`src/rtl/core/hrpbf_pkg.sv`:
```
// ----------------------------------------------------------------------------
// hrpbf_pkg
// Shared types and constants for the heart-rate packet parser and biquad.
// ----------------------------------------------------------------------------
package hrpbf_pkg;

	localparam int RATE_W     = 8;
	localparam int COEF_W     = 16;
	localparam int Y_W        = 24;
	localparam int CFG_IDX_W  = 3;
	localparam int CFG_DATA_W = 16;

	localparam logic [RATE_W-1:0] HDR_BYTE = 8'h16;

	localparam logic signed [Y_W-1:0] Y_MAX = 24'sh7FFFFF;
	localparam logic signed [Y_W-1:0] Y_MIN = -24'sh800000;

	localparam logic [CFG_IDX_W-1:0] REG_MIN_RATE = 3'd0;
	localparam logic [CFG_IDX_W-1:0] REG_MAX_RATE = 3'd1;
	localparam logic [CFG_IDX_W-1:0] REG_COEF_B0  = 3'd2;
	localparam logic [CFG_IDX_W-1:0] REG_COEF_B1  = 3'd3;
	localparam logic [CFG_IDX_W-1:0] REG_COEF_B2  = 3'd4;
	localparam logic [CFG_IDX_W-1:0] REG_COEF_A1  = 3'd5;
	localparam logic [CFG_IDX_W-1:0] REG_COEF_A2  = 3'd6;

	localparam logic [RATE_W-1:0]        RST_MIN_RATE = 8'd50;
	localparam logic [RATE_W-1:0]        RST_MAX_RATE = 8'd220;
	localparam logic signed [COEF_W-1:0] RST_COEF_B0  = 16'sd1105;
	localparam logic signed [COEF_W-1:0] RST_COEF_B1  = 16'sd2210;
	localparam logic signed [COEF_W-1:0] RST_COEF_B2  = 16'sd1105;
	localparam logic signed [COEF_W-1:0] RST_COEF_A1  = -16'sd18725;
	localparam logic signed [COEF_W-1:0] RST_COEF_A2  = 16'sd6762;

	typedef enum logic [1:0] {
		STAT_FILTERED = 2'd0,
		STAT_HELD     = 2'd1,
		STAT_PRIMED   = 2'd2
	} status_t;

	typedef struct packed {
		logic [RATE_W-1:0]        min_rate;
		logic [RATE_W-1:0]        max_rate;
		logic signed [COEF_W-1:0] b0;
		logic signed [COEF_W-1:0] b1;
		logic signed [COEF_W-1:0] b2;
		logic signed [COEF_W-1:0] a1;
		logic signed [COEF_W-1:0] a2;
	} cfg_t;

	typedef struct packed {
		logic [RATE_W-1:0] parsed;
		status_t           status;
		logic [RATE_W-1:0] shown;
	} res_t;

endpackage

```
`src/rtl/core/hrpbf_parser.sv`:
```
// ----------------------------------------------------------------------------
// hrpbf_parser
// Header search and packet framing; flags the byte that completes a packet.
// ----------------------------------------------------------------------------
module hrpbf_parser #(
	parameter int PACKET_BYTES = 4
) (
	input  logic                           clk,
	input  logic                           arst_n,
	input  logic                           accept,
	input  logic [hrpbf_pkg::RATE_W-1:0]   in_byte,
	output logic                           done,
	output logic [hrpbf_pkg::RATE_W-1:0]   raw
);

	localparam int CNT_W = $clog2(PACKET_BYTES + 1);

	logic                          busy_q;
	logic [CNT_W-1:0]              count_q;
	logic [hrpbf_pkg::RATE_W-1:0]  rate_byte_q;
	logic [CNT_W-1:0]              count_next;
	logic                          first_data;

	assign first_data = (count_q == CNT_W'(1));
	assign count_next = count_q + CNT_W'(1);
	assign done       = busy_q && (count_next >= CNT_W'(PACKET_BYTES));
	assign raw        = first_data ? in_byte : rate_byte_q;

	always_ff @(posedge clk or negedge arst_n) begin
		if (!arst_n) begin
			busy_q  <= 1'b0;
			count_q <= '0;
		end else if (accept) begin
			if (!busy_q) begin
				if (in_byte == hrpbf_pkg::HDR_BYTE) begin
					busy_q  <= 1'b1;
					count_q <= CNT_W'(1);
				end
			end else if (done) begin
				busy_q  <= 1'b0;
				count_q <= '0;
			end else begin
				count_q <= count_next;
			end
		end
	end

	always_ff @(posedge clk) begin
		if (accept && busy_q && first_data) begin
			rate_byte_q <= in_byte;
		end
	end

endmodule

```
`src/rtl/core/hrpbf_biquad.sv`:
```
// ----------------------------------------------------------------------------
// hrpbf_biquad
// Range check, priming and direct-form-I low-pass biquad with its histories.
// ----------------------------------------------------------------------------
module hrpbf_biquad #(
	parameter int COEF_FRAC_BITS = 14
) (
	input  logic                          clk,
	input  logic                          arst_n,
	input  logic                          advance,
	input  logic [hrpbf_pkg::RATE_W-1:0]  raw,
	input  hrpbf_pkg::cfg_t               cfg,
	output hrpbf_pkg::res_t               res
);

	localparam int RW    = hrpbf_pkg::RATE_W;
	localparam int CW    = hrpbf_pkg::COEF_W;
	localparam int YW    = hrpbf_pkg::Y_W;
	localparam int PX_W  = CW + RW + 1;
	localparam int FF_W  = PX_W + 2;
	localparam int PY_W  = CW + YW;
	localparam int FB_W  = PY_W + 1;
	localparam int ACC_W = FB_W + 1;
	localparam int PR_W  = YW + 1;

	localparam logic signed [ACC_W-1:0] ACC_MAX = ACC_W'(hrpbf_pkg::Y_MAX);
	localparam logic signed [ACC_W-1:0] ACC_MIN = ACC_W'(hrpbf_pkg::Y_MIN);

	logic [RW-1:0]        x1_q, x2_q, held_q, pub_q;
	logic signed [YW-1:0] y1_q, y2_q;
	logic                 primed_q;

	logic signed [RW:0]    xs0, xs1, xs2;
	logic signed [PX_W-1:0] p0, p1, p2;
	logic signed [PY_W-1:0] q1, q2;
	logic signed [FF_W-1:0] ff;
	logic signed [FB_W-1:0] fb, fb_sh;
	logic signed [ACC_W-1:0] acc;
	logic signed [YW-1:0]  y_new;
	logic [YW-2:0]         whole_w;
	logic [RW-1:0]         whole;
	logic [PR_W-1:0]       prime_w;
	logic signed [YW-1:0]  y_prime;
	logic                  out_of_range;

	assign xs0 = {1'b0, raw};
	assign xs1 = {1'b0, x1_q};
	assign xs2 = {1'b0, x2_q};

	assign p0 = cfg.b0 * xs0;
	assign p1 = cfg.b1 * xs1;
	assign p2 = cfg.b2 * xs2;
	assign q1 = cfg.a1 * y1_q;
	assign q2 = cfg.a2 * y2_q;

	assign ff    = FF_W'(p0) + FF_W'(p1) + FF_W'(p2);
	assign fb    = FB_W'(q1) + FB_W'(q2);
	assign fb_sh = fb >>> COEF_FRAC_BITS;
	assign acc   = ACC_W'(ff) - ACC_W'(fb_sh);

	always_comb begin
		if (acc > ACC_MAX) begin
			y_new = hrpbf_pkg::Y_MAX;
		end else if (acc < ACC_MIN) begin
			y_new = hrpbf_pkg::Y_MIN;
		end else begin
			y_new = acc[YW-1:0];
		end
	end

	assign whole_w = y_new[YW-2:0] >> COEF_FRAC_BITS;

	always_comb begin
		if (y_new[YW-1]) begin
			whole = '0;
		end else if (whole_w > (YW-1)'(255)) begin
			whole = '1;
		end else begin
			whole = whole_w[RW-1:0];
		end
	end

	assign prime_w = PR_W'(raw) << COEF_FRAC_BITS;

	always_comb begin
		if (prime_w > PR_W'(hrpbf_pkg::Y_MAX)) begin
			y_prime = hrpbf_pkg::Y_MAX;
		end else begin
			y_prime = prime_w[YW-1:0];
		end
	end

	assign out_of_range = (raw < cfg.min_rate) || (raw > cfg.max_rate);

	always_comb begin
		if (out_of_range) begin
			res.parsed = held_q;
			res.status = hrpbf_pkg::STAT_HELD;
			res.shown  = pub_q;
		end else if (!primed_q) begin
			res.parsed = raw;
			res.status = hrpbf_pkg::STAT_PRIMED;
			res.shown  = pub_q;
		end else begin
			res.parsed = whole;
			res.status = hrpbf_pkg::STAT_FILTERED;
			res.shown  = whole;
		end
	end

	always_ff @(posedge clk or negedge arst_n) begin
		if (!arst_n) begin
			x1_q     <= '0;
			x2_q     <= '0;
			y1_q     <= '0;
			y2_q     <= '0;
			primed_q <= 1'b0;
			held_q   <= '0;
			pub_q    <= '0;
		end else if (advance && !out_of_range) begin
			if (!primed_q) begin
				x1_q     <= raw;
				x2_q     <= raw;
				y1_q     <= y_prime;
				y2_q     <= y_prime;
				held_q   <= raw;
				primed_q <= 1'b1;
			end else begin
				x2_q   <= x1_q;
				x1_q   <= raw;
				y2_q   <= y1_q;
				y1_q   <= y_new;
				held_q <= whole;
				pub_q  <= whole;
			end
		end
	end

endmodule

```
`src/rtl/core/heart_rate_packet_biquad_filter.sv`:
```
// ----------------------------------------------------------------------------
// heart_rate_packet_biquad_filter
// Heart-rate packet parser with a second-order low-pass smoothing filter.
// ----------------------------------------------------------------------------
// Throughput: one byte per cycle while in_stall is low; the filter is one
//   pass of five multiplies between the packet register and result register.
// Flow: a completed packet waits in the packet register while a previous
//   result is stalled (in_stall is then high), then its result is registered.
// Reset: clears framing, filter histories and output valid, and loads the
//   default limits and coefficients; there is no clearing pass.
module heart_rate_packet_biquad_filter #(
	parameter int PACKET_BYTES   = 4,
	parameter int COEF_FRAC_BITS = 14
) (
	input  logic                               clk,
	input  logic                               arst_n,
	input  logic                               cfg_wr,
	input  logic [hrpbf_pkg::CFG_IDX_W-1:0]    cfg_idx,
	input  logic [hrpbf_pkg::CFG_DATA_W-1:0]   cfg_data,
	input  logic                               in_valid,
	output logic                               in_stall,
	input  logic [hrpbf_pkg::RATE_W-1:0]       in_byte,
	output logic                               out_valid,
	input  logic                               out_stall,
	output logic [hrpbf_pkg::RATE_W-1:0]       parsed_rate,
	output logic [1:0]                         packet_status,
	output logic [hrpbf_pkg::RATE_W-1:0]       shown_rate
);

	hrpbf_pkg::cfg_t cfg_q;

	logic                          in_accept;
	logic                          pkt_done;
	logic [hrpbf_pkg::RATE_W-1:0]  pkt_raw;
	logic                          pkt_valid_s1;
	logic [hrpbf_pkg::RATE_W-1:0]  pkt_raw_s1;
	logic                          s1_adv;
	logic                          out_valid_q;
	hrpbf_pkg::res_t               res;
	hrpbf_pkg::res_t               res_q;

	always_ff @(posedge clk or negedge arst_n) begin
		if (!arst_n) begin
			cfg_q.min_rate <= hrpbf_pkg::RST_MIN_RATE;
			cfg_q.max_rate <= hrpbf_pkg::RST_MAX_RATE;
			cfg_q.b0       <= hrpbf_pkg::RST_COEF_B0;
			cfg_q.b1       <= hrpbf_pkg::RST_COEF_B1;
			cfg_q.b2       <= hrpbf_pkg::RST_COEF_B2;
			cfg_q.a1       <= hrpbf_pkg::RST_COEF_A1;
			cfg_q.a2       <= hrpbf_pkg::RST_COEF_A2;
		end else if (cfg_wr) begin
			unique case (cfg_idx)
				hrpbf_pkg::REG_MIN_RATE: cfg_q.min_rate <= cfg_data[hrpbf_pkg::RATE_W-1:0];
				hrpbf_pkg::REG_MAX_RATE: cfg_q.max_rate <= cfg_data[hrpbf_pkg::RATE_W-1:0];
				hrpbf_pkg::REG_COEF_B0:  cfg_q.b0       <= cfg_data;
				hrpbf_pkg::REG_COEF_B1:  cfg_q.b1       <= cfg_data;
				hrpbf_pkg::REG_COEF_B2:  cfg_q.b2       <= cfg_data;
				hrpbf_pkg::REG_COEF_A1:  cfg_q.a1       <= cfg_data;
				hrpbf_pkg::REG_COEF_A2:  cfg_q.a2       <= cfg_data;
				default: ;
			endcase
		end
	end

	assign s1_adv    = pkt_valid_s1 && (!out_valid_q || !out_stall);
	assign in_stall  = pkt_valid_s1 && !s1_adv;
	assign in_accept = in_valid && !in_stall;

	hrpbf_parser #(
		.PACKET_BYTES(PACKET_BYTES)
	) u_parser (
		.clk     (clk),
		.arst_n  (arst_n),
		.accept  (in_accept),
		.in_byte (in_byte),
		.done    (pkt_done),
		.raw     (pkt_raw)
	);

	// hold the completed packet until the result register frees up
	always_ff @(posedge clk or negedge arst_n) begin
		if (!arst_n) begin
			pkt_valid_s1 <= 1'b0;
		end else if (in_accept) begin
			pkt_valid_s1 <= pkt_done;
		end else if (s1_adv) begin
			pkt_valid_s1 <= 1'b0;
		end
	end

	always_ff @(posedge clk) begin
		if (in_accept && pkt_done) begin
			pkt_raw_s1 <= pkt_raw;
		end
	end

	hrpbf_biquad #(
		.COEF_FRAC_BITS(COEF_FRAC_BITS)
	) u_biquad (
		.clk     (clk),
		.arst_n  (arst_n),
		.advance (s1_adv),
		.raw     (pkt_raw_s1),
		.cfg     (cfg_q),
		.res     (res)
	);

	always_ff @(posedge clk or negedge arst_n) begin
		if (!arst_n) begin
			out_valid_q <= 1'b0;
		end else if (s1_adv) begin
			out_valid_q <= 1'b1;
		end else if (!out_stall) begin
			out_valid_q <= 1'b0;
		end
	end

	always_ff @(posedge clk) begin
		if (s1_adv) begin
			res_q <= res;
		end
	end

	assign out_valid     = out_valid_q;
	assign parsed_rate   = res_q.parsed;
	assign packet_status = res_q.status;
	assign shown_rate    = res_q.shown;

	a_filtered_publishes: assert property (@(posedge clk) disable iff (!arst_n)
		out_valid && (packet_status == hrpbf_pkg::STAT_FILTERED) |->
		shown_rate == parsed_rate)
		else $error("filtered request does not publish its rate");

	a_packet_staged: assert property (@(posedge clk) disable iff (!arst_n)
		in_accept && pkt_done |=> pkt_valid_s1 && (pkt_raw_s1 == $past(pkt_raw)))
		else $error("completed packet not staged");

	a_stage_holds: assert property (@(posedge clk) disable iff (!arst_n)
		pkt_valid_s1 && !s1_adv |=> pkt_valid_s1 && $stable(pkt_raw_s1))
		else $error("staged packet lost while output stalled");

endmodule

```
`config.mk`:
```
export PLATFORM = sky130hd
export DESIGN_NAME = heart_rate_packet_biquad_filter
export DESIGN_NICKNAME = d
export VERILOG_FILES = /design/src/rtl/core/hrpbf_pkg.sv /design/src/rtl/core/hrpbf_parser.sv /design/src/rtl/core/hrpbf_biquad.sv /design/src/rtl/core/heart_rate_packet_biquad_filter.sv
export SDC_FILE = /design/constraint.sdc
export NUM_CORES = 2
export LEC_CHECK = 0
export BUFFER_PORTS_ARGS = -buffer_cell sky130_fd_sc_hd__buf_2
export CORE_MARGIN = 2
export CORE_UTILIZATION = 67
export CTS_CLUSTER_SIZE = 24
export DETAILED_ROUTE_END_ITERATION = 10
export PLACE_DENSITY = 0.82
export SLEW_MARGIN = 20
export SYNTH_ARGS = -nofsm -noshare
export SYNTH_HDL_FRONTEND = slang
export SYNTH_SLANG_ARGS = --single-unit
```
`constraint.sdc`:
```
create_clock -name clk -period 18.5 [get_ports clk]
set_input_delay 1.85 -clock clk [delete_from_list [all_inputs] [get_ports clk]]
set_output_delay 1.85 -clock clk [all_outputs]
set_load 0.02 [all_outputs]
```
==> impl_metrics.yaml <==
synthesis:
  yosys.area.top_type: "fa_1"
  syn_area_per_cell_um2: 9.667
  syn-num-nets: 6963
  synth_ff_type: "dfrtp_1"
  ys_ff_latch: 217
  synth_edf_count: 34
  synth_top_area_share_pct: 49.22
  ys_async_sr_fraction_pct: 84.33
  syn_inst: 5344
  yosys-top-cells-area: "fa_1 (49%), inv_1 (10%), ha_1 (7.7%), dfrtp_1 (7.0%), nand2_1 (5.5%)"
  synth_cell_types: 59
  ys_seq_area_share_pct: 10.93
  syn_area_um2: 51660
  yosys_warnings: 0
sta:
  fmax_ghz: 0.06679
  relSlewSlack_pct: 23.07
  drv_slew: 0
  grt_setup_unrepaired: "false"
  setup_viol: 0
  min_period_over_period_pct: 80.94
  fin_setup_tns_ps: 0
  worst_pin_slew_ps: 1154
  hold_viol: 0
  skew_ps: 40.47
  min_period_ps: 14970
floorplan:
  start_util_pct: 67.90
  io_pins: 52
  die_height_um: 281.7
  die_w_um: 281.7
  rows: 101
  die_area_um2: 79340
  core_um2: 76080
global_route:
  grt_pass1_vias: 39683
  overflow: 0
  grt_usage_pct: 34.03
  grt_max_degree: 109
  antenna_found_initial: 2
  grt_pass1_wl_um: 208100
critical_path:
  crit_top_cell: "fa_1"
  start_kind: "flip-flop"
  slowest_stage: "dfrtp_1"
  path_max_fanout: 25
  worstSetupPathType: "flip-flop to flip-flop"
  max_stage_delay_ps: 840
  arrival_ps: 15280
  required_ps: 18800
  crit_path_end_kind: "flip-flop"
clocking:
  clk_pin_slew_ps: 70
  hold_buffers: 0
  clock_latency_ps: 620
  h-tree-depth: 1
  cts.path.max_buffers: 3
  cts_tree: "built"
  clock_sinks: 217
  cts_buffers: 27
  cts_resized: 0
  postCtsSetupRepairBufs: 0
  cts-root-buf: "clkbuf_16"
status:
  outcome: "finished, final reports clean"
cells_and_area:
  multi_input_area_um2: 39870
  num-fill-cells: 5552
  regArea_um2: 5649
  area_growth_pct: 3.635
  fin_nets: 6842
  drive_above_1_share_pct: 5.225
placed_design:
  gp_congestion: 0.9286
  place.port_buffers: 51
  dp_hpwl_um: 103800
run:
  maxCapViolations: 0
detailed_routing:
  via_per_inst: 5.622
  wl_um: 125000
  detail-route-antenna-nets: 0
  first_pass_iters: 6
  drt_iter0_markers: 2667
  drc: 0
  vias: 35283
  avgRoutedWirePerCell_um: 19.92
hold_path:
  hold_class: "flip-flop to flip-flop"
## area by class of cell
type,count,share of cell area (%)
Antenna cell,2,0.009348
Clock buffer,31,1.327
Clock inverter,19,0.4324
Inverter,1417,9.935
Multi-Input combinational cell,3483,74.46
Sequential cell,217,10.55
Tap cell,1030,2.407
Timing Repair Buffer,77,0.8717
## per-layer routing
metal | up-vias | share of wire [%] | GRT usage [%]
met4 | 0 | 4.0 | 11.84
met3 | 339 | 9.2 | 6.828
met1 | 18307 | 39 | 45.32
met5 | - | 0 | 0
met2 | 1477 | 48 | 56.32
li1 | 15160 | - | -
## flip-flops by register name, summed over array words and instances, names as in the netlist, 3 cells and up
signal,count
shown_rate,8
u_biquad.y2_q,24
u_biquad.x1_q,8
u_biquad.y1_q,24
u_parser.count_q,3
u_biquad.x2_q,8
u_biquad.held_q,8
u_biquad.pub_q,8
u_parser.rate_byte_q,8
pkt_raw_s1,8
cfg_q,96
parsed_rate,8
## worst max-delay path: cells and delay by family, from the launching register on
family | cells | cell delay, ps
AND/OR/NAND/NOR | 5 | 1920
XOR/XNOR | 1 | 170
buffers and inverters | 9 | 460
adder cells (fa/ha/maj) | 17 | 8140
AO/OA/AOI/OAI | 11 | 3110
flip-flops | 1 | 840
## cells in the final DEF, fill, tap and decap left out, drive strengths merged, types with 34 or more instances in the layout
cell type  count
inv         1424
fa          1270
nand2        762
and2         456
ha           317
dfrtp        145
o21ai        131
mux2          98
a21oi         85
buf           76
nor2          66
xnor2         51
nand2b        39
dfstp         38
edfxtp        34
## cells by family after synthesis
| kind of cell | after synthesis | share of synthesized area [%] |
|---|---|---|
| mux | 115 | 2.466 |
| xor+xnor | 80 | 1.356 |
| simple gates | 1401 | 12.96 |
| fa+ha+maj | 1587 | 56.89 |
| flops | 217 | 10.93 |
| compound gates | 300 | 3.444 |
| buf+inv | 1644 | 11.95 |
## worst paths after layout
check / startpoint / to / slack (ps) / cells after the start
min reg2reg: pkt_valid_s1 / out_valid / 480 / 1
min: pkt_valid_s1 / out_valid / 480 / 1
max: cfg_q[0] / shown_rate[1] / 3530 / 43
min in group asynchronous: arst_n / cfg_q[76] / 1350 / 1
max in group asynchronous: arst_n / u_biquad.y2_q[18] / 15190 / 3
max reg2reg: cfg_q[0] / shown_rate[1] / 3530 / 43
## cell usage after synthesis, drive strengths merged (6+ instances only)
| library cell | number |
|---|---|
| inv | 1416 |
| fa | 1270 |
| nand2 | 762 |
| and2 | 456 |
| ha | 317 |
| clkbuf | 219 |
| dfrtp | 145 |
| o21ai | 131 |
| mux2 | 98 |
| a21oi | 85 |
| nor2 | 66 |
| xnor2 | 51 |
| nand2b | 39 |
| dfstp | 38 |
| edfxtp | 34 |
| xor2 | 29 |
| nand3 | 19 |
| mux2i | 17 |
| a21o | 16 |
| nor2b | 14 |
| a221o | 10 |
| nand4 | 9 |
| o211ai | 9 |
| o21bai | 9 |
| buf | 8 |
| nor3 | 8 |
| a211oi | 6 |
| a31oi | 6 |
| and3 | 6 |
| or3 | 6 |
## through the flow
step / utilization (%) / setup slack (ps) / area, um2 / hold slack [ps] / std cells
3_3_place_gp: 69.10 / 3777 / 52570 / 459.9 / 6223
4_1_cts: 70.34 / 3438 / 53510 / 486.6 / 6273
3_5_place_dp: 69.10 / 3581 / 52570 / 472.4 / 6223
6_report: 70.37 / 3527 / 53540 / 483.6 / 6276
5_1_grt: 70.37 / 2482 / 53530 / 519.1 / 6274
2_1_floorplan: - / 5637 / 51660 / 449.2 / 5344
Power is not shown: default switching activity piles up to over one toggle a cycle in this logic, so the estimate is an artifact.
